File: config.mk
export PLATFORM = sky130hd
export DESIGN_NAME = tcw_cfg_regs
export DESIGN_NICKNAME = d
export VERILOG_FILES = /design/src/design/tcw_pkg.sv /design/src/design/tcw_cfg_regs.sv
export SDC_FILE = /design/constraint.sdc
export NUM_CORES = 1
export LEC_CHECK = 0
export BUFFER_PORTS_ARGS = -buffer_cell sky130_fd_sc_hd__buf_2
export CELL_PAD_IN_SITES_DETAIL_PLACEMENT = 2
export CELL_PAD_IN_SITES_GLOBAL_PLACEMENT = 2
export CORE_MARGIN = 10
export CORE_UTILIZATION = 13
export CTS_CLUSTER_SIZE = 10
export DETAILED_ROUTE_END_ITERATION = 12
export PLACE_DENSITY_LB_ADDON = 0.1
export SYNTH_ARGS = -nofsm -noshare
export SYNTH_HDL_FRONTEND = slang
export SYNTH_SLANG_ARGS = --single-unit
export TNS_END_PERCENT = 10
File: constraint.sdc
create_clock -name i_clk -period 0.8 [get_ports i_clk]
set_input_delay 0.08 -clock i_clk [delete_from_list [all_inputs] [get_ports i_clk]]
set_output_delay 0.08 -clock i_clk [all_outputs]
set_load 0.02 [all_outputs]
File: src/design/tcw_pkg.sv
// shared constants, types and helpers of the text console writer
`timescale 1ns / 1ps

package tcw_pkg;

    localparam int COLUMNS = 80;
    localparam int ROWS    = 25;
    localparam int CELLS   = ROWS * COLUMNS;

    localparam int ADDR_W = $clog2(CELLS);
    localparam int COL_W  = $clog2(COLUMNS);
    localparam int ROW_W  = $clog2(ROWS);

    localparam int CELL_W    = 16;
    localparam int OP_W      = 2;
    localparam int CHAR_W    = 8;
    localparam int RD_ROW_W  = 5;
    localparam int RD_COL_W  = 7;
    localparam int CUR_COL_W = 7;
    localparam int CUR_ROW_W = 5;

    localparam int PADDR_W = 4;
    localparam int PDATA_W = 32;

    localparam logic [CELL_W-1:0] BLANK_CELL = 16'h0700;
    localparam logic [CHAR_W-1:0] CHAR_CR    = 8'd13;
    localparam logic [CHAR_W-1:0] CHAR_LF    = 8'd10;

    localparam logic [ADDR_W-1:0] COLS_A     = ADDR_W'(COLUMNS);
    localparam logic [ADDR_W-1:0] LAST_CELL  = ADDR_W'(CELLS - 1);
    localparam logic [ADDR_W-1:0] COPY_LAST  = ADDR_W'(CELLS - COLUMNS - 1);
    localparam logic [ADDR_W-1:0] FILL_FIRST = ADDR_W'(CELLS - COLUMNS);
    localparam logic [COL_W-1:0]  LAST_COL   = COL_W'(COLUMNS - 1);
    localparam logic [ROW_W-1:0]  LAST_ROW   = ROW_W'(ROWS - 1);

    // register indexes on the config port
    localparam logic [1:0] REG_FORE  = 2'd0;
    localparam logic [1:0] REG_BACK  = 2'd1;
    localparam logic [1:0] REG_BLINK = 2'd2;

    typedef enum logic [1:0] {
        OP_PUT   = 2'd0,
        OP_READ  = 2'd1,
        OP_CLEAR = 2'd2
    } t_op;

    typedef struct packed {
        logic [3:0] fore;
        logic [3:0] back;
        logic       blink;
    } t_cfg;

    typedef struct packed {
        logic [CELL_W-1:0]    cell_value;
        logic [CUR_COL_W-1:0] cursor_col;
        logic [CUR_ROW_W-1:0] cursor_row;
        logic                 did_scroll;
    } t_res;

    typedef struct packed {
        logic              we;
        logic [ADDR_W-1:0] waddr;
        logic [CELL_W-1:0] wdata;
        logic              re;
        logic [ADDR_W-1:0] raddr;
    } t_ram_req;

    // back color top bit overlaps the blink bit
    function automatic logic [7:0] attr_byte(input t_cfg c);
        logic [7:0] a;
        a = {4'b0000, c.fore} | {c.back, 4'b0000} | {c.blink, 7'b0000000};
        return a;
    endfunction

endpackage

File: src/design/tcw_cfg_regs.sv
// apb color registers
`timescale 1ns / 1ps

module tcw_cfg_regs import tcw_pkg::*; (
    input  logic               i_clk,
    input  logic               i_rst_n,
    input  logic               psel,
    input  logic               penable,
    input  logic               pwrite,
    input  logic [PADDR_W-1:0] paddr,
    input  logic [PDATA_W-1:0] pwdata,
    output logic [PDATA_W-1:0] prdata,
    output logic               pready,
    output t_cfg               o_cfg
);

    t_cfg       r_cfg;
    t_cfg       n_cfg;
    logic [1:0] w_index;
    logic       w_wr;

    assign w_index = paddr[PADDR_W-1:2];
    assign w_wr    = psel && penable && pwrite;
    assign pready  = 1'b1;
    assign o_cfg   = r_cfg;

    always_comb begin
        n_cfg = r_cfg;
        if (w_wr) begin
            case (w_index)
                REG_FORE:  n_cfg.fore  = pwdata[3:0];
                REG_BACK:  n_cfg.back  = pwdata[3:0];
                REG_BLINK: n_cfg.blink = pwdata[0];
                default:   n_cfg = r_cfg;
            endcase
        end
    end

    always_comb begin
        case (w_index)
            REG_FORE:  prdata = {28'd0, r_cfg.fore};
            REG_BACK:  prdata = {28'd0, r_cfg.back};
            REG_BLINK: prdata = {31'd0, r_cfg.blink};
            default:   prdata = '0;
        endcase
    end

    always_ff @(posedge i_clk) begin
        if (!i_rst_n) begin
            r_cfg.fore  <= 4'd7;
            r_cfg.back  <= 4'd0;
            r_cfg.blink <= 1'b0;
        end else begin
            r_cfg <= n_cfg;
        end
    end

endmodule

==> parameters.txt <==
Parameter                              Value

Route
  Wirelength per Cell    between 10 and 15 um
  Vias per cell    a little over 3
  Post-route DRC    0
  Number of violations reported at the end of detailed-routing iteration 0    14
  Detail Route Antenna Nets    0
  Number of iterations in the first detailed-routing pass    2
  Number of vias in the routed layout    approximately 570
  Total detailed-routing wirelength    between 2 and 2.5 mm

Outcome
  Failing checks    setup timing
  Status    finished with violations

Final layout
  Area occupied by multi-input gates    approximately 420 um^2
  Diode insertion count for antenna repair    0
  Fillers    589
  Max reg flops    9
  Area taken by flip-flops and latches    between 150 and 200 um^2
  Count of non-filler cells in the finished layout    ~190
  Fin nets    roughly 160
  Final non-filler cell area    around 1100 um^2
  Share of layout cells above drive strength 1    0.500
  Signed area change from the synthesized netlist to the final layout    51.0%

Power
  Sw power    about 0.00042 W
  Internal power    roughly 0.0009 W
  Clock network power share    0.402
  Proportion of power drawn by combinational gates    0.253
  Switching power share of the total    0.317
  Share of total power in sequential cells    0.346
  Worst voltage drop across the vdd grid    0.487 mV
  Cell leakage power    roughly 0.47 nW
  Pwr Density    1260 nW/um^2

Worst setup path
  Arrival time of the worst setup path    0.93 ns
  Maximum fanout along the worst path    2
  Worst setup SP type    flip-flop
  Required time at the worst-slack endpoint    about 0.72 ns
  Family with the most delay on the worst path    flip-flops
  Slowest cell on crit path    sky130_fd_sc_hd__dfxtp_2
  Sequence of cells on the critical path    mux2i_2, o21ai_2, buf_6
  Crit path capture type    output port
  Slack of the worst reg-to-reg path    approximately 0.07 ns
  CP max stage delay    0.33 ns
  Worst setup path category    flip-flop to output port
  Count of buffer and inverter cells on the critical path    1

Floorplan
  Std-Cell Core Area    a little over 5000 um^2
  Rows    26
  Die width    ~94 um
  Total die area    approximately 8800 um^2
  Die boundary height    93.6 um
  Ports placed on the boundary    a little over 80
  Starting density of the core    0.136

Clocking
  Reg clk slew, reported paths    ~0.05 ns
  CTS HTree Levels    1
  Root buffer selected by CTS    sky130_fd_sc_hd__clkbuf_8
  Num CTS Buffers    3
  Maximum buffer depth of the clock tree    2
  # clock sinks    9
  Clock latency of the later-clocked register in the worst-skew pair    roughly 0.23 ns
  Clock tree from TritonCTS    built
  Post-CTS setup-driven buffer insertion count    0

Synth
  Summed instance area of the synthesized netlist    a little over 700 um^2
  Area share of the leading cell type in the synthesized netlist    0.320
  Sequential cell area fraction in the yosys report    0.256
  Ranking of synthesized cells by area    sky130_fd_sc_hd__buf_4 (32%), sky130_fd_sc_hd__dfxtp_1 (26%), sky130_fd_sc_hd__mux2i_1 (18%), sky130_fd_sc_hd__nand2_1 (5.3%), sky130_fd_sc_hd__nor2b_1 (5.3%)
  Top cell type by total area after synthesis    sky130_fd_sc_hd__buf_4
  Count of mapped cells out of synthesis    81
  Synth Area per Inst    roughly 8.7 um^2
  Register bit total from synthesis    9
  YS warnings    0
  Post-synthesis cell type count    14

Placed design
  Total placed instance area    900 um^2
  Final GP Congestion    roughly 0.65
  Post-placement setup slack    -0.199 ns
  Port bufs    23
  Post-DP HPWL    roughly 2.0 mm
  # placed instances    about 180

STA
  Max Clk Rate    0.986 GHz
  Post-layout worst setup margin    -0.214 ns
  Unrepaired setup endpoints after global routing    yes
  Skew final    0 ns
  Max Slew Vio Count    0
  Tcrit/Tclk final    1.27
  Fin crit period    ~1 ns
  Fin. Hold Viols    0
  Tightest hold margin    just under 0.1 ns
  Final setup fails    12

Worst hold path
  Min-delay worst type    primary input to flip-flop

GRT
  Number of antenna violations at the first check in global routing    0
  Global-route wire length before repair    ~3.5 mm
  Maximum number of pins on one net before global-route repair    17
  Via count of the first global-routing pass    670
  Sum of overflow across all layers after global routing    0
  Tot GR Track Use    0.0514

Job
  Maximum Capacitance Violations    0
==> tightest hold or removal path, delay by kind of cell <==
family	cells	cell delay, ns
and+or+nand+nor	1	0.05
buffers and inverters	1	0.11
muxes	1	0.06
==> final timing paths <==
path                   from   endpoint  depth (start not counted)
setup reg to reg   o_cfg[7]   o_cfg[7]                          3
hold / removal    pwdata[1]   o_cfg[2]                          3
hold reg to reg    o_cfg[8]   o_cfg[8]                          2
setup / recovery   o_cfg[5]  prdata[0]                          3
==> layer usage <==
| metal | up-vias | track usage | share of wire | wire (um) |
|---|---|---|---|---|
| met1 | 268 | 0.0486 | 0.39 | 888 |
| met4 | 0 | 0.0228 | 0.0091 | 21 |
| li1 | 269 | - | - | - |
| met2 | 32 | 0.0870 | 0.48 | 1110 |
| met5 | - | 0 | 0 | 0 |
| met3 | 2 | 0.0320 | 0.12 | 282 |
==> synthesized netlist by cell type <==
cell                       instances
sky130_fd_sc_hd__mux2i_1          13
sky130_fd_sc_hd__o21ai_0           1
sky130_fd_sc_hd__dfxtp_1           9
sky130_fd_sc_hd__nor3b_4           1
sky130_fd_sc_hd__conb_1            2
sky130_fd_sc_hd__buf_2             2
sky130_fd_sc_hd__nand2_1          10
sky130_fd_sc_hd__nor3b_1           1
sky130_fd_sc_hd__nand3b_1          1
sky130_fd_sc_hd__nor2b_1           6
sky130_fd_sc_hd__nand3_2           1
sky130_fd_sc_hd__nor3_4            1
sky130_fd_sc_hd__nor2_1            3
sky130_fd_sc_hd__buf_4            30
==> per-stage QoR <==
step                power, W  TNS [ns]  utilization
floorplan           0.000792    -0.140            -
global placement    0.000769     -1.55        0.174
detailed placement  0.000770     -1.68        0.174
CTS                  0.00136     -1.41        0.201
global route         0.00143     -1.73        0.206
finish               0.00133     -1.27        0.206
==> timing repair <==
item / CTS / global route
setup endpoints to repair: 13 / 15
pin swaps: 2 / 2
hold buffers: 0 / 0
gates resized for setup: 32 / 7
==> final cells by class <==
class                           count  share of cell area
Clock buffer                        4              0.0424
Sequential cell                     9               0.179
Multi-Input combinational cell     67               0.391
Timing Repair Buffer               36               0.306
Tap cell                           70              0.0824
==> cells by family after synthesis <==
group / after synthesis / share of synthesized area
muxes: 13 / 0.185
AOI/OAI and AO/OA: 1 / 0.00710
DFF: 9 / 0.256
and+or+nand+nor: 24 / 0.208
other: 2 / 0.0107
buffers and inverters: 32 / 0.334
==> power by group through the flow <==
| stage | clock [W] | combinational (W) | sequential (W) |
|---|---|---|---|
| after detailed placement | 0 | 0.000302 | 0.000468 |
| final | 0.000536 | 0.000337 | 0.000462 |
| after global placement | 0 | 0.000302 | 0.000468 |
| after global routing | 0.000600 | 0.000369 | 0.000461 |
| after CTS | 0.000572 | 0.000326 | 0.000460 |
| after floorplan | 0 | 0.000316 | 0.000475 |
==> cell usage in the layout (no fill, tap or decap) <==
cell / Yosys / final
sky130_fd_sc_hd__conb_1: 2 / 29
sky130_fd_sc_hd__buf_6: 0 / 18
sky130_fd_sc_hd__mux2i_1: 13 / 10
sky130_fd_sc_hd__nand2_1: 10 / 10
sky130_fd_sc_hd__buf_2: 2 / 10
sky130_fd_sc_hd__dfxtp_2: 0 / 8
sky130_fd_sc_hd__buf_4: 30 / 7
sky130_fd_sc_hd__nor2b_1: 6 / 5
sky130_fd_sc_hd__mux2i_2: 0 / 3
sky130_fd_sc_hd__nor2_2: 0 / 3
sky130_fd_sc_hd__clkbuf_8: 0 / 3
sky130_fd_sc_hd__nand3b_1: 1 / 1
sky130_fd_sc_hd__o21ai_2: 0 / 1
sky130_fd_sc_hd__nand3_2: 1 / 1
sky130_fd_sc_hd__nor3b_4: 1 / 1
sky130_fd_sc_hd__nor3b_1: 1 / 1
sky130_fd_sc_hd__nor2b_2: 0 / 1
sky130_fd_sc_hd__nor3_4: 1 / 1
sky130_fd_sc_hd__clkbuf_1: 0 / 1
sky130_fd_sc_hd__dfxtp_1: 9 / 1
sky130_fd_sc_hd__buf_12: 0 / 1
Note: power is estimated with default switching activity, not from simulation.
