[config.mk]
export PLATFORM = sky130hd
export DESIGN_NAME = tcw_ctrl_flat
export DESIGN_NICKNAME = d
export VERILOG_FILES = /design/src/design/tcw_pkg.sv /design/src/design/tcw_if.sv /design/src/design/tcw_ctrl.sv /design/src/flat_wrapper.sv
export SDC_FILE = /design/constraint.sdc
export NUM_CORES = 1
export LEC_CHECK = 0
export BUFFER_PORTS_ARGS = -buffer_cell sky130_fd_sc_hd__buf_2
export CORE_UTILIZATION = 30
export DETAILED_ROUTE_END_ITERATION = 10
export GPL_TIMING_DRIVEN = 0
export HOLD_SLACK_MARGIN = 0.06
export PLACE_DENSITY_LB_ADDON = 0.3
export SYNTH_ARGS = -nofsm -noshare
export SYNTH_HDL_FRONTEND = slang
export SYNTH_SLANG_ARGS = --single-unit
[constraint.sdc]
create_clock -name i_clk -period 4.05 [get_ports i_clk]
set_clock_uncertainty 0.15 [all_clocks]
set_input_delay 0.6075 -clock i_clk [delete_from_list [all_inputs] [get_ports i_clk]]
set_output_delay 0.6075 -clock i_clk [all_outputs]
set_load 0.01 [all_outputs]
[src/design/tcw_pkg.sv]
// shared constants, types and helpers of the text console writer
`timescale 1ns / 1ps

package tcw_pkg;

    localparam int COLUMNS = 80;
    localparam int ROWS    = 25;
    localparam int CELLS   = ROWS * COLUMNS;

    localparam int ADDR_W = $clog2(CELLS);
    localparam int COL_W  = $clog2(COLUMNS);
    localparam int ROW_W  = $clog2(ROWS);

    localparam int CELL_W    = 16;
    localparam int OP_W      = 2;
    localparam int CHAR_W    = 8;
    localparam int RD_ROW_W  = 5;
    localparam int RD_COL_W  = 7;
    localparam int CUR_COL_W = 7;
    localparam int CUR_ROW_W = 5;

    localparam int PADDR_W = 4;
    localparam int PDATA_W = 32;

    localparam logic [CELL_W-1:0] BLANK_CELL = 16'h0700;
    localparam logic [CHAR_W-1:0] CHAR_CR    = 8'd13;
    localparam logic [CHAR_W-1:0] CHAR_LF    = 8'd10;

    localparam logic [ADDR_W-1:0] COLS_A     = ADDR_W'(COLUMNS);
    localparam logic [ADDR_W-1:0] LAST_CELL  = ADDR_W'(CELLS - 1);
    localparam logic [ADDR_W-1:0] COPY_LAST  = ADDR_W'(CELLS - COLUMNS - 1);
    localparam logic [ADDR_W-1:0] FILL_FIRST = ADDR_W'(CELLS - COLUMNS);
    localparam logic [COL_W-1:0]  LAST_COL   = COL_W'(COLUMNS - 1);
    localparam logic [ROW_W-1:0]  LAST_ROW   = ROW_W'(ROWS - 1);

    // register indexes on the config port
    localparam logic [1:0] REG_FORE  = 2'd0;
    localparam logic [1:0] REG_BACK  = 2'd1;
    localparam logic [1:0] REG_BLINK = 2'd2;

    typedef enum logic [1:0] {
        OP_PUT   = 2'd0,
        OP_READ  = 2'd1,
        OP_CLEAR = 2'd2
    } t_op;

    typedef struct packed {
        logic [3:0] fore;
        logic [3:0] back;
        logic       blink;
    } t_cfg;

    typedef struct packed {
        logic [CELL_W-1:0]    cell_value;
        logic [CUR_COL_W-1:0] cursor_col;
        logic [CUR_ROW_W-1:0] cursor_row;
        logic                 did_scroll;
    } t_res;

    typedef struct packed {
        logic              we;
        logic [ADDR_W-1:0] waddr;
        logic [CELL_W-1:0] wdata;
        logic              re;
        logic [ADDR_W-1:0] raddr;
    } t_ram_req;

    // back color top bit overlaps the blink bit
    function automatic logic [7:0] attr_byte(input t_cfg c);
        logic [7:0] a;
        a = {4'b0000, c.fore} | {c.back, 4'b0000} | {c.blink, 7'b0000000};
        return a;
    endfunction

endpackage

[src/design/tcw_if.sv]
// command and result channel interfaces
`timescale 1ns / 1ps

interface tcw_cmd_if import tcw_pkg::*; ();
    logic                valid;
    logic                ready;
    logic [OP_W-1:0]     operation;
    logic [CHAR_W-1:0]   char_code;
    logic [RD_ROW_W-1:0] read_row;
    logic [RD_COL_W-1:0] read_col;

    modport source (output valid, operation, char_code, read_row, read_col, input ready);
    modport sink   (input valid, operation, char_code, read_row, read_col, output ready);
endinterface


[src/design/tcw_ctrl.sv]
// cursor, command decode and store sweeps (clear, scroll copy and fill)
`timescale 1ns / 1ps

module tcw_ctrl import tcw_pkg::*; (
    input  logic              i_clk,
    input  logic              i_rst_n,
    tcw_cmd_if.sink           i_cmd,
    input  t_cfg              i_cfg,
    input  logic              i_room,
    input  logic [CELL_W-1:0] i_rdata,
    output t_ram_req          o_ram,
    output logic              o_push,
    output t_res              o_res
);

    typedef enum logic [4:0] {
        S_IDLE  = 5'b00001,
        S_READ  = 5'b00010,
        S_COPY  = 5'b00100,
        S_FILL  = 5'b01000,
        S_CLEAR = 5'b10000
    } t_state;

    t_state            r_state, n_state;
    logic [COL_W-1:0]  r_col, n_col;
    logic [ROW_W-1:0]  r_row, n_row;
    logic [ADDR_W-1:0] r_idx, n_idx;
    logic [ADDR_W-1:0] r_wr_addr, n_wr_addr;
    logic              r_wr_pend, n_wr_pend;
    logic              r_rd_ok, n_rd_ok;
    logic              r_init, n_init;

    logic              w_accept;
    logic [ADDR_W-1:0] w_cur_addr;
    logic [ADDR_W-1:0] w_rd_addr;
    logic              w_rd_in;
    logic [7:0]        w_attr;

    assign i_cmd.ready = (r_state == S_IDLE) && i_room;
    assign w_accept    = i_cmd.valid && i_cmd.ready;
    assign w_attr      = attr_byte(i_cfg);
    assign w_cur_addr  = ADDR_W'(r_row) * COLS_A + ADDR_W'(r_col);
    assign w_rd_addr   = ADDR_W'(i_cmd.read_row) * COLS_A + ADDR_W'(i_cmd.read_col);
    assign w_rd_in     = (32'(i_cmd.read_row) < ROWS) && (32'(i_cmd.read_col) < COLUMNS);

    always_comb begin
        n_state   = r_state;
        n_col     = r_col;
        n_row     = r_row;
        n_idx     = r_idx;
        n_wr_addr = r_idx;
        n_wr_pend = 1'b0;
        n_rd_ok   = r_rd_ok;
        n_init    = r_init;
        o_ram     = '0;
        o_push    = 1'b0;
        o_res     = '0;

        // copy write follows its read in the next cycle
        if (r_wr_pend) begin
            o_ram.we    = 1'b1;
            o_ram.waddr = r_wr_addr;
            o_ram.wdata = i_rdata;
        end

        case (r_state)
            S_IDLE: begin
                if (w_accept) begin
                    case (t_op'(i_cmd.operation))
                        OP_PUT: begin
                            if (i_cmd.char_code == CHAR_CR) begin
                                n_col  = '0;
                                o_push = 1'b1;
                            end else begin
                                if (i_cmd.char_code != CHAR_LF) begin
                                    o_ram.we    = 1'b1;
                                    o_ram.waddr = w_cur_addr;
                                    o_ram.wdata = {w_attr, i_cmd.char_code};
                                end
                                if (i_cmd.char_code == CHAR_LF || r_col == LAST_COL) begin
                                    n_col = '0;
                                    if (r_row == LAST_ROW) begin
                                        n_state = S_COPY;
                                        n_idx   = '0;
                                    end else begin
                                        n_row  = r_row + 1'b1;
                                        o_push = 1'b1;
                                    end
                                end else begin
                                    n_col  = r_col + 1'b1;
                                    o_push = 1'b1;
                                end
                            end
                        end
                        OP_READ: begin
                            o_ram.re    = 1'b1;
                            o_ram.raddr = w_rd_addr;
                            n_rd_ok     = w_rd_in;
                            n_state     = S_READ;
                        end
                        OP_CLEAR: begin
                            n_col   = '0;
                            n_row   = '0;
                            n_idx   = '0;
                            n_state = S_CLEAR;
                        end
                        default: begin
                            o_push = 1'b1;
                        end
                    endcase
                end
                o_res.cursor_col = CUR_COL_W'(32'(n_col));
                o_res.cursor_row = CUR_ROW_W'(32'(n_row));
            end
            S_READ: begin
                o_push           = 1'b1;
                o_res.cell_value = r_rd_ok ? i_rdata : '0;
                o_res.cursor_col = CUR_COL_W'(32'(r_col));
                o_res.cursor_row = CUR_ROW_W'(32'(r_row));
                n_state          = S_IDLE;
            end
            S_COPY: begin
                o_ram.re    = 1'b1;
                o_ram.raddr = r_idx + COLS_A;
                n_wr_pend   = 1'b1;
                n_wr_addr   = r_idx;
                if (r_idx == COPY_LAST) begin
                    n_idx   = FILL_FIRST;
                    n_state = S_FILL;
                end else begin
                    n_idx = r_idx + 1'b1;
                end
            end
            S_FILL: begin
                if (!r_wr_pend) begin
                    o_ram.we    = 1'b1;
                    o_ram.waddr = r_idx;
                    o_ram.wdata = {w_attr, 8'h00};
                    if (r_idx == LAST_CELL) begin
                        o_push           = 1'b1;
                        o_res.cursor_col = CUR_COL_W'(32'(r_col));
                        o_res.cursor_row = CUR_ROW_W'(32'(r_row));
                        o_res.did_scroll = 1'b1;
                        n_state          = S_IDLE;
                    end else begin
                        n_idx = r_idx + 1'b1;
                    end
                end
            end
            S_CLEAR: begin
                o_ram.we    = 1'b1;
                o_ram.waddr = r_idx;
                o_ram.wdata = BLANK_CELL;
                if (r_idx == LAST_CELL) begin
                    // the pass after reset answers nobody
                    o_push  = !r_init;
                    n_init  = 1'b0;
                    n_state = S_IDLE;
                end else begin
                    n_idx = r_idx + 1'b1;
                end
                o_res.cursor_col = CUR_COL_W'(32'(r_col));
                o_res.cursor_row = CUR_ROW_W'(32'(r_row));
            end
            default: begin
                n_state = S_IDLE;
            end
        endcase
    end

    always_ff @(posedge i_clk) begin
        if (!i_rst_n) begin
            r_state   <= S_CLEAR;
            r_col     <= '0;
            r_row     <= '0;
            r_idx     <= '0;
            r_wr_pend <= 1'b0;
            r_init    <= 1'b1;
        end else begin
            r_state   <= n_state;
            r_col     <= n_col;
            r_row     <= n_row;
            r_idx     <= n_idx;
            r_wr_pend <= n_wr_pend;
            r_init    <= n_init;
        end
    end

    always_ff @(posedge i_clk) begin
        r_wr_addr <= n_wr_addr;
        r_rd_ok   <= n_rd_ok;
    end

endmodule

[src/flat_wrapper.sv]
// flat-port wrapper written by rule: the top's interface ports become plain ports
module tcw_ctrl_flat import tcw_pkg::*;
  (i_clk, i_rst_n, i_cfg, i_room, i_rdata, o_ram, o_push, o_res, i_cmd_valid, i_cmd_operation, i_cmd_char_code, i_cmd_read_row, i_cmd_read_col, i_cmd_ready);
  tcw_cmd_if i_cmd_i ();
  input  logic i_clk;
  input  logic i_rst_n;
  input  t_cfg i_cfg;
  input  logic i_room;
  input  logic [CELL_W-1:0] i_rdata;
  output t_ram_req o_ram;
  output logic o_push;
  output t_res o_res;
  input wire logic [$bits(i_cmd_i.valid)-1:0] i_cmd_valid;
  input wire logic [$bits(i_cmd_i.operation)-1:0] i_cmd_operation;
  input wire logic [$bits(i_cmd_i.char_code)-1:0] i_cmd_char_code;
  input wire logic [$bits(i_cmd_i.read_row)-1:0] i_cmd_read_row;
  input wire logic [$bits(i_cmd_i.read_col)-1:0] i_cmd_read_col;
  output wire logic [$bits(i_cmd_i.ready)-1:0] i_cmd_ready;
  assign i_cmd_i.valid = i_cmd_valid;
  assign i_cmd_i.operation = i_cmd_operation;
  assign i_cmd_i.char_code = i_cmd_char_code;
  assign i_cmd_i.read_row = i_cmd_read_row;
  assign i_cmd_i.read_col = i_cmd_read_col;
  assign i_cmd_ready = i_cmd_i.ready;
  tcw_ctrl u_core (.i_clk(i_clk), .i_rst_n(i_rst_n), .i_cmd(i_cmd_i), .i_cfg(i_cfg), .i_room(i_room), .i_rdata(i_rdata), .o_ram(o_ram), .o_push(o_push), .o_res(o_res));
endmodule
==> results of run 1 <==
[through the flow]
step / setup WS, ns / hold slack (ns) / utilization [%] / area [µm²] / cells
detailed placement: 0.500 / 0.183 / 36.9 / 4910 / 814
global placement: 0.546 / 0.181 / 36.9 / 4910 / 814
floorplan: 0.862 / 0.176 / - / 4090 / 518
CTS: 0.234 / 0.197 / 38.1 / 5060 / 822
global route: 0.0943 / 0.206 / 38.1 / 5060 / 822
finish: 0.246 / 0.200 / 38.1 / 5060 / 822
[path summary, 6_finish.rpt]
| path | startpoint | endpoint | cells past startpoint |
|---|---|---|---|
| max | u_core.r_row[3]$_SDFFE_PN0P_ | o_ram[38] | 9 |
| min | u_core.n_wr_addr[8]$_SDFFE_PN0P_ | u_core.r_wr_addr[8]$_DFF_P_ | 0 |
| max reg2reg | u_core.n_wr_addr[0]$_SDFFE_PN0P_ | u_core.n_wr_addr[7]$_SDFFE_PN0P_ | 7 |
| min reg2reg | u_core.n_wr_addr[8]$_SDFFE_PN0P_ | u_core.r_wr_addr[8]$_DFF_P_ | 0 |
[power groups by stage]
stage	registers, mW	logic, mW	clock network [mW]
after floorplan	0.464	0.532	0
after global placement	0.472	0.745	0
after detailed placement	0.472	0.765	0
after CTS	0.463	0.770	0.431
after global routing	0.468	0.843	0.448
final	0.464	0.776	0.425
[state kept, by name, summed over array words and instances, names as in the netlist]
| signal | cells |
|---|---|
| u_core.r_wr_pend | 1 |
| u_core.r_state | 5 |
| u_core.r_rd_ok | 1 |
| u_core.n_wr_addr | 11 |
| u_core.r_row | 5 |
| u_core.r_wr_addr | 11 |
| u_core.r_init | 1 |
| u_core.r_col | 7 |
[worst reg2reg max path, cell delays in order, from the launching register on]
cell,delay (ns)
sky130_fd_sc_hd__dfxtp_1,0.53
sky130_fd_sc_hd__ha_1,0.32
sky130_fd_sc_hd__nand4_2,0.18
sky130_fd_sc_hd__or3_1,0.42
sky130_fd_sc_hd__a21o_1,0.28
sky130_fd_sc_hd__a21boi_2,0.23
sky130_fd_sc_hd__nand3_1,0.18
sky130_fd_sc_hd__a221oi_2,0.26
[layer usage]
metal  vias to the layer above  part of all wire [%]  global-route usage, %
li1                       2186                     -                      -
met1                      2144                    45                   25.8
met2                       164                    48                   35.5
met3                        18                   5.1                   1.98
met4                         0                   1.8                   7.12
met5                         -                     0                      0
[placed cells by master, fill, tap and decap left out, types with 6 or more instances in the layout]
master / count
sky130_fd_sc_hd__a21o_1: 9
sky130_fd_sc_hd__nand3_1: 24
sky130_fd_sc_hd__a221o_1: 7
sky130_fd_sc_hd__nor3_1: 14
sky130_fd_sc_hd__and2_1: 23
sky130_fd_sc_hd__o21ai_1: 6
sky130_fd_sc_hd__ha_1: 28
sky130_fd_sc_hd__nand2_1: 38
sky130_fd_sc_hd__clkbuf_1: 10
sky130_fd_sc_hd__inv_1: 27
sky130_fd_sc_hd__a21oi_1: 26
sky130_fd_sc_hd__dfxtp_1: 41
sky130_fd_sc_hd__a22oi_1: 8
sky130_fd_sc_hd__o21ai_0: 33
sky130_fd_sc_hd__buf_2: 127
sky130_fd_sc_hd__nand4_1: 7
sky130_fd_sc_hd__nor2b_1: 6
sky130_fd_sc_hd__a22o_1: 17
sky130_fd_sc_hd__nor4_1: 6
sky130_fd_sc_hd__nor2_1: 41
sky130_fd_sc_hd__xnor2_1: 10
sky130_fd_sc_hd__xor2_1: 10
sky130_fd_sc_hd__buf_4: 7
[logic make-up after synthesis]
group                    count (synthesis)
AND/OR/NAND/NOR                        199
AO/OA/AOI/OAI                          162
buffers and inverters                   59
flip-flops                              42
adder cells (fa/ha/maj)                 32
XOR/XNOR                                21
multiplexers                             3
[synthesized netlist by cell type, types with 4 or more instances]
master | n | area share [%]
sky130_fd_sc_hd__nor2_1 | 41 | 3.8
sky130_fd_sc_hd__dfxtp_1 | 41 | 20
sky130_fd_sc_hd__nand2_1 | 38 | 3.5
sky130_fd_sc_hd__xnor2_1 | 10 | 2.1
sky130_fd_sc_hd__o31a_1 | 4 | 0.86
sky130_fd_sc_hd__o41ai_1 | 4 | 0.86
sky130_fd_sc_hd__nand3b_1 | 4 | 0.73
sky130_fd_sc_hd__a21o_1 | 9 | 1.7
sky130_fd_sc_hd__inv_1 | 27 | 2.5
sky130_fd_sc_hd__o22ai_1 | 4 | 0.61
sky130_fd_sc_hd__nand3_1 | 24 | 2.9
sky130_fd_sc_hd__buf_6 | 5 | 1.4
sky130_fd_sc_hd__nand4_1 | 7 | 1.1
sky130_fd_sc_hd__a22o_1 | 17 | 3.6
sky130_fd_sc_hd__and3_1 | 5 | 0.76
sky130_fd_sc_hd__a222oi_1 | 4 | 0.98
sky130_fd_sc_hd__nor2b_1 | 6 | 0.92
sky130_fd_sc_hd__a221o_1 | 7 | 1.7
sky130_fd_sc_hd__fa_1 | 4 | 2.0
sky130_fd_sc_hd__a31oi_1 | 5 | 0.76
sky130_fd_sc_hd__o21ai_0 | 33 | 4.0
sky130_fd_sc_hd__buf_2 | 7 | 0.86
sky130_fd_sc_hd__xor2_1 | 10 | 2.1
sky130_fd_sc_hd__a21oi_1 | 26 | 3.2
sky130_fd_sc_hd__clkbuf_1 | 10 | 0.92
sky130_fd_sc_hd__nor3_1 | 14 | 1.7
sky130_fd_sc_hd__buf_4 | 7 | 1.3
sky130_fd_sc_hd__nor4_1 | 6 | 0.92
sky130_fd_sc_hd__o21ai_1 | 6 | 0.73
sky130_fd_sc_hd__and2_1 | 23 | 3.5
sky130_fd_sc_hd__a22oi_1 | 8 | 1.5
sky130_fd_sc_hd__ha_1 | 28 | 8.6
[cell type report]
cell class                 instances  area (µm²)
multi-input combinational        417        2950
clock inverter                     3        23.8
fill                            1406        8230
buffer                            30         186
tap                              176         220
sequential                        42         851
timing repair buffer             120         601
clock buffer                       5         125
inverter                          29         109
==> results.cfg, run 1 <==
[outcome]
outcome = finished clean

[route]
detail_route.first_pass.iterations = 5
detail_route.wl_per_cell_um = 17.6
postRouteAntennaNets = 0
drt_first_iter_violations = 252
routed-via-count = 4512
route.final.wire_length_um = 14500
remaining_drc_errors = 0
post_drt_via_cell_ratio = 5.49

[sta]
setup_repair_after_global_routing_missed_its_margin = false
final_hold_vio_count = 0
post_layout_minimum_cycle_time_ns = 3.80
max_freq_mhz = 263
tightest_slew_ns = 0.679
post-route-period-util_pct = 93.9
slew_violations = 0
max_slew_margin_pct = 54.7
final-setup-viol-count = 0
setup-tns-final_ns = 0

[clocking]
insertion_delay_ns = 0.29
cts_resized = 0
cts_hold_repair.buffers = 0
cts_inserted_buffers = 5
cts_buffer_depth = 2
clockRootBuffer = sky130_fd_sc_hd__clkbuf_16
clkSlewWorstSetupHoldPaths_ns = 0.07
htreeDepth = 2
cts_setup_buffers = 0
tritoncts_num_sinks = 42
tritoncts = done

[grt]
grt_use_total_pct = 20.3
antenna_found_initial = 0
grt_pass1_wl_um = 22700
grt_pass1_vias = 4357
remaining_overflow_grt = 0
grt_max_degree = 16

[synth]
postSynthRegisterBits = 42
ys_seq_area_share_pct = 20.8
postSynth.asyncResetShare_pct = 0
ys.warnings.count = 0
postSynthNetCount = 601
mappedNetlistArea_um2 = 4090
synth_compound_gate_area_share_pct = 29.0
yosys.area_share.simple_pct = 26.9
synthMuxAreaShare_pct = 0.765
synth_cell_types = 81
most_frequently_used_flop_master_after_synthesis = sky130_fd_sc_hd__dfxtp_1
syn-instance-count = 518
syn_avg_cell_area_um2 = 7.90
synth-adder-area-share_pct = 10.5
synth_top_family_by_area = compound AO/OA/AOI/OAI gates
synth_enable_flop_cells = 1
xor_xnor_portion_of_the_synthesized_cell_area_pct = 4.83

[final_layout]
layout.nets = 728
post_route_cells_drive_above_1_share_pct = 26.8
layout-area-overhead-vs-synth_pct = 23.7
antennaDiodeCount = 0

[worst_hold_path]
hold_path.class = reg2reg

[place]
gpl.final_weighted_congestion = 0.908
buffer_ports.inserted = 120
dp.final_hpwl_um = 11400

[critical_path]
path_delay_family = adder cells
worstPathCellList = ha_1 > ha_1 > inv_1 > fa_1 > nor3_1 > xnor3_1 > a221oi_1 > o21ai_0 > buf_2
cp_common_cell = sky130_fd_sc_hd__ha_1
required_ns = 3.29
crit_path_start_kind = register
critical-path-slowest-cell = sky130_fd_sc_hd__dfxtp_1
worst_path_largest_cell_delay_ns = 0.52
path_buf_inv = 2
worstPathMaxFanout = 9
cp_data_arrival_time_ns = 3.05
critPathCaptureType = output port
r2r_slack_ns = 1.42
crit_type = reg2out

[pwr]
power.density_nw_per_um2 = 329
fraction_of_power_consumed_by_the_clock_network_pct = 25.5
seq_pwr_share_pct = 27.9
power.static_leakage_nw = 2.28
total_power_mw = 1.66
switching_power_mw = 0.713
power.share.combinational_pct = 46.6
vdd.ir_drop.worst_mv = 0.210
power_report.internal_total_mw = 0.952
swShare_pct = 42.8

[floorplanning]
effective_utilization_at_floorplan_pct = 30.8
placementRows = 42
num_io_pins = 122
core_um2 = 13300
fp.dieW_um = 119
floorplan.die_area_um2 = 14100
die_h_um = 119

[run]
cap_viol_max_count = 0
(Power assumes the default switching activity.)
==> inputs of run 2 (changes only) <==
--- a/config.mk
+++ b/config.mk
@@ -6,7 +6,7 @@
 export NUM_CORES = 1
 export LEC_CHECK = 0
 export BUFFER_PORTS_ARGS = -buffer_cell sky130_fd_sc_hd__buf_2
-export CORE_UTILIZATION = 30
+export CORE_UTILIZATION = 55
 export DETAILED_ROUTE_END_ITERATION = 10
 export GPL_TIMING_DRIVEN = 0
 export HOLD_SLACK_MARGIN = 0.06
==> run 2 against run 1 <==
Via count grew 4.1%. Critical path depth did not move. Wire length fell by 6.4%. Register-to-register slack is essentially flat. Worst hold slack got worse by 0.0043 ns. Total power decreased by 8.8%.
==> results.cfg, run 2 (synthesis results as in run 1) <==
[floorplanning]
fp.dieW_um = 88.3
die_h_um = 88.3
floorplan.die_area_um2 = 7790
core_um2 = 7210
num_io_pins = 122
placementRows = 31
effective_utilization_at_floorplan_pct = 56.7

[clocking]
cts_buffer_depth = 2
tritoncts = done
htreeDepth = 2
clkSlewWorstSetupHoldPaths_ns = 0.09
cts_inserted_buffers = 5
insertion_delay_ns = 0.31
cts_resized = 0
tritoncts_num_sinks = 42
clockRootBuffer = sky130_fd_sc_hd__clkbuf_8
cts_hold_repair.buffers = 0
cts_setup_buffers = 0

[sta]
max_freq_mhz = 269
setup_repair_after_global_routing_missed_its_margin = false
slew_violations = 0
final_hold_vio_count = 0
max_slew_margin_pct = 53.8
post-route-period-util_pct = 91.9
setup-tns-final_ns = 0
final-setup-viol-count = 0
post_layout_minimum_cycle_time_ns = 3.72
tightest_slew_ns = 0.692

[critical_path]
crit_type = reg2out
cp_data_arrival_time_ns = 2.96
crit_path_start_kind = register
worstPathCellList = ha_1 > ha_1 > inv_1 > fa_1 > nor3_1 > xnor3_1 > a221oi_1 > o21ai_0 > buf_2
path_delay_family = adder cells
critPathCaptureType = output port
required_ns = 3.29
worst_path_largest_cell_delay_ns = 0.52
cp_common_cell = sky130_fd_sc_hd__ha_1
path_buf_inv = 2
worstPathMaxFanout = 9
r2r_slack_ns = 1.43
critical-path-slowest-cell = sky130_fd_sc_hd__dfxtp_1

[route]
detail_route.first_pass.iterations = 5
post_drt_via_cell_ratio = 6.30
postRouteAntennaNets = 0
routed-via-count = 4697
remaining_drc_errors = 0
route.final.wire_length_um = 13600
detail_route.wl_per_cell_um = 18.2
drt_first_iter_violations = 333

[grt]
grt_use_total_pct = 34.8
remaining_overflow_grt = 0
grt_pass1_vias = 4228
grt_max_degree = 15
grt_pass1_wl_um = 20700
antenna_found_initial = 0

[run]
cap_viol_max_count = 0

[pwr]
total_power_mw = 1.52
power.share.combinational_pct = 51.1
switching_power_mw = 0.677
power_report.internal_total_mw = 0.841
fraction_of_power_consumed_by_the_clock_network_pct = 18.5
seq_pwr_share_pct = 30.4
power.static_leakage_nw = 2.25
vdd.ir_drop.worst_mv = 0.201
power.density_nw_per_um2 = 309
swShare_pct = 44.6

[place]
dp.final_hpwl_um = 10700
gpl.final_weighted_congestion = 0.998
buffer_ports.inserted = 120

[final_layout]
fillerInstances = 651
layout-area-overhead-vs-synth_pct = 19.9
layout.cells.most_common = sky130_fd_sc_hd__buf_2
ff_latch_area_um2 = 851
antennaDiodeCount = 0
post_route_cells_drive_above_1_share_pct = 26.8
layout.nets = 728
layout.cells.most_common_list = sky130_fd_sc_hd__buf_2 (127), sky130_fd_sc_hd__nor2_1 (41), sky130_fd_sc_hd__dfxtp_1 (41), sky130_fd_sc_hd__nand2_1 (38), sky130_fd_sc_hd__o21ai_0 (33)
multiInputGateArea_um2 = 2950

[worst_hold_path]
hold_path.class = reg2reg

[outcome]
outcome = finished clean
-- run 2: worst paths after layout --
check	to	from	depth (start not counted)
max	o_ram[38]	u_core.r_row[3]$_SDFFE_PN0P_	9
min	u_core.r_wr_addr[6]$_DFF_P_	u_core.n_wr_addr[6]$_SDFFE_PN0P_	0
max reg2reg	u_core.n_wr_addr[3]$_SDFFE_PN0P_	u_core.r_col[0]$_SDFFE_PN0P_	8
min reg2reg	u_core.r_wr_addr[6]$_DFF_P_	u_core.n_wr_addr[6]$_SDFFE_PN0P_	0
-- run 2: power by group through the flow --
stage | Combinational, mW | Clock (mW) | Sequential [mW]
floorplan | 0.532 | 0 | 0.464
global placement | 0.741 | 0 | 0.469
detailed placement | 0.754 | 0 | 0.471
CTS | 0.760 | 0.284 | 0.461
global route | 0.840 | 0.302 | 0.464
finish | 0.775 | 0.281 | 0.462
-- run 2: cell type report --
| type | count | share of cell area (%) |
|---|---|---|
| Sequential cell | 42 | 17.3 |
| Clock buffer | 5 | 1.40 |
| Multi-Input combinational cell | 417 | 60.0 |
| Clock inverter | 3 | 0.434 |
| Tap cell | 99 | 2.52 |
| Buffer | 30 | 3.80 |
| Timing Repair Buffer | 120 | 12.2 |
| Inverter | 29 | 2.22 |
-- run 2: through the flow --
stage	setup WS [ns]	instance area [µm²]	utilization, %	hold WS [ns]	std cells
global placement	0.580	4820	66.8	0.177	737
CTS	0.341	4910	68.0	0.196	745
finish	0.328	4910	68.0	0.196	745
floorplan	0.862	4090	-	0.176	518
detailed placement	0.524	4820	66.8	0.183	737
global route	0.110	4910	68.0	0.203	745
-- run 2: routing by layer --
layer | up-vias | track usage, % | part of all wire, %
li1 | 2186 | - | -
met1 | 2197 | 42.8 | 41
met2 | 270 | 59.7 | 46
met3 | 44 | 4.94 | 8.5
met4 | 0 | 17.3 | 4.2
met5 | - | 0 | 0
==> inputs of run 3 (changes only) <==
--- a/config.mk
+++ b/config.mk
@@ -5,12 +5,14 @@
 export SDC_FILE = /design/constraint.sdc
 export NUM_CORES = 1
 export LEC_CHECK = 0
+export ABC_AREA = 1
 export BUFFER_PORTS_ARGS = -buffer_cell sky130_fd_sc_hd__buf_2
 export CORE_UTILIZATION = 55
 export DETAILED_ROUTE_END_ITERATION = 10
 export GPL_TIMING_DRIVEN = 0
 export HOLD_SLACK_MARGIN = 0.06
 export PLACE_DENSITY_LB_ADDON = 0.3
+export SLEW_MARGIN = 20
 export SYNTH_ARGS = -nofsm -noshare
 export SYNTH_HDL_FRONTEND = slang
 export SYNTH_SLANG_ARGS = --single-unit
==> run 3 against run 2 <==
Synthesized cell count up 42%. Wire length grew 7.8%. Final cell count increased by 29%. Critical endpoint is now o_ram[14].
==> results.cfg, run 3 <==
[floorplanning]
floorplan.die_area_um2 = 8560
die_h_um = 92.5
core_um2 = 7810
effective_utilization_at_floorplan_pct = 57.7
num_io_pins = 122
fp.dieW_um = 92.5
placementRows = 32

[pwr]
power.density_nw_per_um2 = 357
power.static_leakage_nw = 2.57
vdd.ir_drop.worst_mv = 0.261

[route]
postRouteAntennaNets = 0
post_drt_via_cell_ratio = 5.79
remaining_drc_errors = 0
detail_route.wl_per_cell_um = 15.2
drt_first_iter_violations = 381
detail_route.first_pass.iterations = 5
routed-via-count = 5578
route.final.wire_length_um = 14600

[synth]
ys_seq_area_share_pct = 18.9
postSynth.asyncResetShare_pct = 0
most_frequent_cell_after_synthesis = sky130_fd_sc_hd__nand2_1
postSynthNetCount = 816
synth_cell_types = 45
synth.cells.most_frequent = sky130_fd_sc_hd__nand2_1 (186), sky130_fd_sc_hd__inv_1 (78), sky130_fd_sc_hd__nor2_1 (66)
postSynthRegisterBits = 42
synth_area_leaders = sky130_fd_sc_hd__dfxtp_1 (18%), sky130_fd_sc_hd__nand2_1 (15%), sky130_fd_sc_hd__ha_1 (7.8%), sky130_fd_sc_hd__nand3_1 (6.9%), sky130_fd_sc_hd__inv_1 (6.5%)
synth_top_area_share_pct = 18.2
syn_avg_cell_area_um2 = 6.15
mappedNetlistArea_um2 = 4510
most_frequently_used_flop_master_after_synthesis = sky130_fd_sc_hd__dfxtp_1
synth_enable_flop_cells = 1
synth_top_cell_by_area = sky130_fd_sc_hd__dfxtp_1
syn-instance-count = 733
ys.warnings.count = 0

[place]
dp.final_hpwl_um = 11700
cell_count_after_placement = 956
buffer_ports.inserted = 121
gpl.final_weighted_congestion = 0.942

[sta]
max_slew_margin_pct = 56.5
slew_violations = 0
final_hold_vio_count = 0
post_layout_minimum_cycle_time_ns = 3.39
post-route-period-util_pct = 83.6
setup-tns-final_ns = 0
setup_repair_after_global_routing_missed_its_margin = false
max_freq_mhz = 295
tightest_slew_ns = 0.653
final-setup-viol-count = 0

[final_layout]
layout.nets = 944
layout-area-overhead-vs-synth_pct = 18.7
post_route_cells_drive_above_1_share_pct = 21.3
layout.cells.most_common = sky130_fd_sc_hd__nand2_1
finalNonFillerCells = 963
antennaDiodeCount = 0
layout.cells.most_common_list = sky130_fd_sc_hd__nand2_1 (186), sky130_fd_sc_hd__buf_2 (126), sky130_fd_sc_hd__inv_1 (78), sky130_fd_sc_hd__nor2_1 (66), sky130_fd_sc_hd__nand3_1 (62)

[critical_path]
critPathCaptureType = output port
r2r.worst_path.cells = 13
worstPathMaxFanout = 10
crit_path_start_kind = input port
required_ns = 3.29
crit_type = in2out
cp_data_arrival_time_ns = 2.63

[worst_hold_path]
min_delay_path_depth = 0
hold_path.class = reg2reg

[grt]
antenna_found_initial = 0
grt_pass1_vias = 5277
grt_max_degree = 13
grt_pass1_wl_um = 23700
remaining_overflow_grt = 0
grt_use_total_pct = 34.3

[clocking]
cts_setup_buffers = 0
insertion_delay_ns = 0.30
tritoncts = done
cts_hold_repair.buffers = 0
clockRootBuffer = sky130_fd_sc_hd__clkbuf_8
cts_resized = 0
cts_inserted_buffers = 5
cts_buffer_depth = 2
htreeDepth = 2
clkSlewWorstSetupHoldPaths_ns = 0.08
tritoncts_num_sinks = 42

[run]
cap_viol_max_count = 0

[outcome]
outcome = finished clean
## run 3: cell count changes after synthesis, moves of 8 or more
cell / before / now
sky130_fd_sc_hd__nand2_1: 38 / 186
sky130_fd_sc_hd__inv_1: 27 / 78
sky130_fd_sc_hd__nand3_1: 24 / 62
sky130_fd_sc_hd__nor2_1: 41 / 66
sky130_fd_sc_hd__o21ai_0: 33 / 58
sky130_fd_sc_hd__and2_1: 23 / 0
sky130_fd_sc_hd__a21oi_1: 26 / 42
sky130_fd_sc_hd__a22o_1: 17 / 1
sky130_fd_sc_hd__nand2_2: 0 / 10
sky130_fd_sc_hd__o211ai_1: 3 / 12
sky130_fd_sc_hd__a21o_1: 9 / 1
## run 3: cell families after synthesis
group / synth area share [%]
XOR/XNOR: 4.47
AO/OA/AOI/OAI: 19.8
AND/OR/NAND/NOR: 36.5
adder cells (fa/ha/maj): 9.55
buffers and inverters: 10.8
flip-flops: 18.9
## run 3: path summary, 6_finish.rpt
check | start | to | slack, ns
max | i_cmd_operation[0] | o_ram[14] | 0.66
min | u_core.n_wr_addr[7]$_SDFFE_PN0P_ | u_core.r_wr_addr[7]$_DFF_P_ | 0.21
max reg2reg | u_core.r_row[0]$_SDFFE_PN0P_ | u_core.n_wr_addr[2]$_SDFFE_PN0P_ | 1.62
min reg2reg | u_core.n_wr_addr[7]$_SDFFE_PN0P_ | u_core.r_wr_addr[7]$_DFF_P_ | 0.21
## run 3: stage by stage
step           hold WS [ns]  setup WS (ns)  total power [mW]  utilization, %  cell area, µm²
3_3_place_gp          0.180          0.783              1.53            67.1            5240
2_1_floorplan         0.179           1.19              1.22               -            4510
4_1_cts               0.206          0.726              1.88            68.5            5350
6_report              0.206          0.665              1.91            68.5            5350
5_1_grt               0.208          0.473              2.02            68.5            5350
3_5_place_dp          0.190          0.733              1.56            67.1            5240
## run 3: cell type report
class | count | area [µm²]
Buffer | 32 | 165
Fill cell | 712 | 2460
Clock buffer | 7 | 108
Timing Repair Buffer | 121 | 606
Multi-Input combinational cell | 573 | 3170
Inverter | 86 | 323
Tap cell | 102 | 128
Sequential cell | 42 | 851
## run 3: worst max-delay path, cell delays in order
cell	delay, ns
sky130_fd_sc_hd__buf_2	0.12
sky130_fd_sc_hd__inv_1	0.08
sky130_fd_sc_hd__ha_1	0.14
sky130_fd_sc_hd__clkbuf_1	0.33
sky130_fd_sc_hd__nand2_1	0.19
sky130_fd_sc_hd__nor2_4	0.23
sky130_fd_sc_hd__a21oi_4	0.12
sky130_fd_sc_hd__nor2_2	0.20
sky130_fd_sc_hd__buf_2	0.31
sky130_fd_sc_hd__o22ai_1	0.13
sky130_fd_sc_hd__buf_2	0.16
## run 3: layer usage
| layer | share of wire [%] | track usage (%) | up-vias |
|---|---|---|---|
| li1 | - | - | 2681 |
| met2 | 47 | 58.0 | 303 |
| met5 | 0 | 0 | - |
| met3 | 8.3 | 4.27 | 35 |
| met4 | 2.7 | 14.2 | 0 |
| met1 | 42 | 43.9 | 2559 |
## run 3: report_power, final
group / switching (mW) / total, mW / leakage [nW] / internal, mW
Clock: 0.150 / 0.323 / 0.0555 / 0.173
Combinational: 0.758 / 1.08 / 2.17 / 0.324
Sequential: 0.0473 / 0.507 / 0.342 / 0.460
Total: 0.955 / 1.91 / 2.57 / 0.956
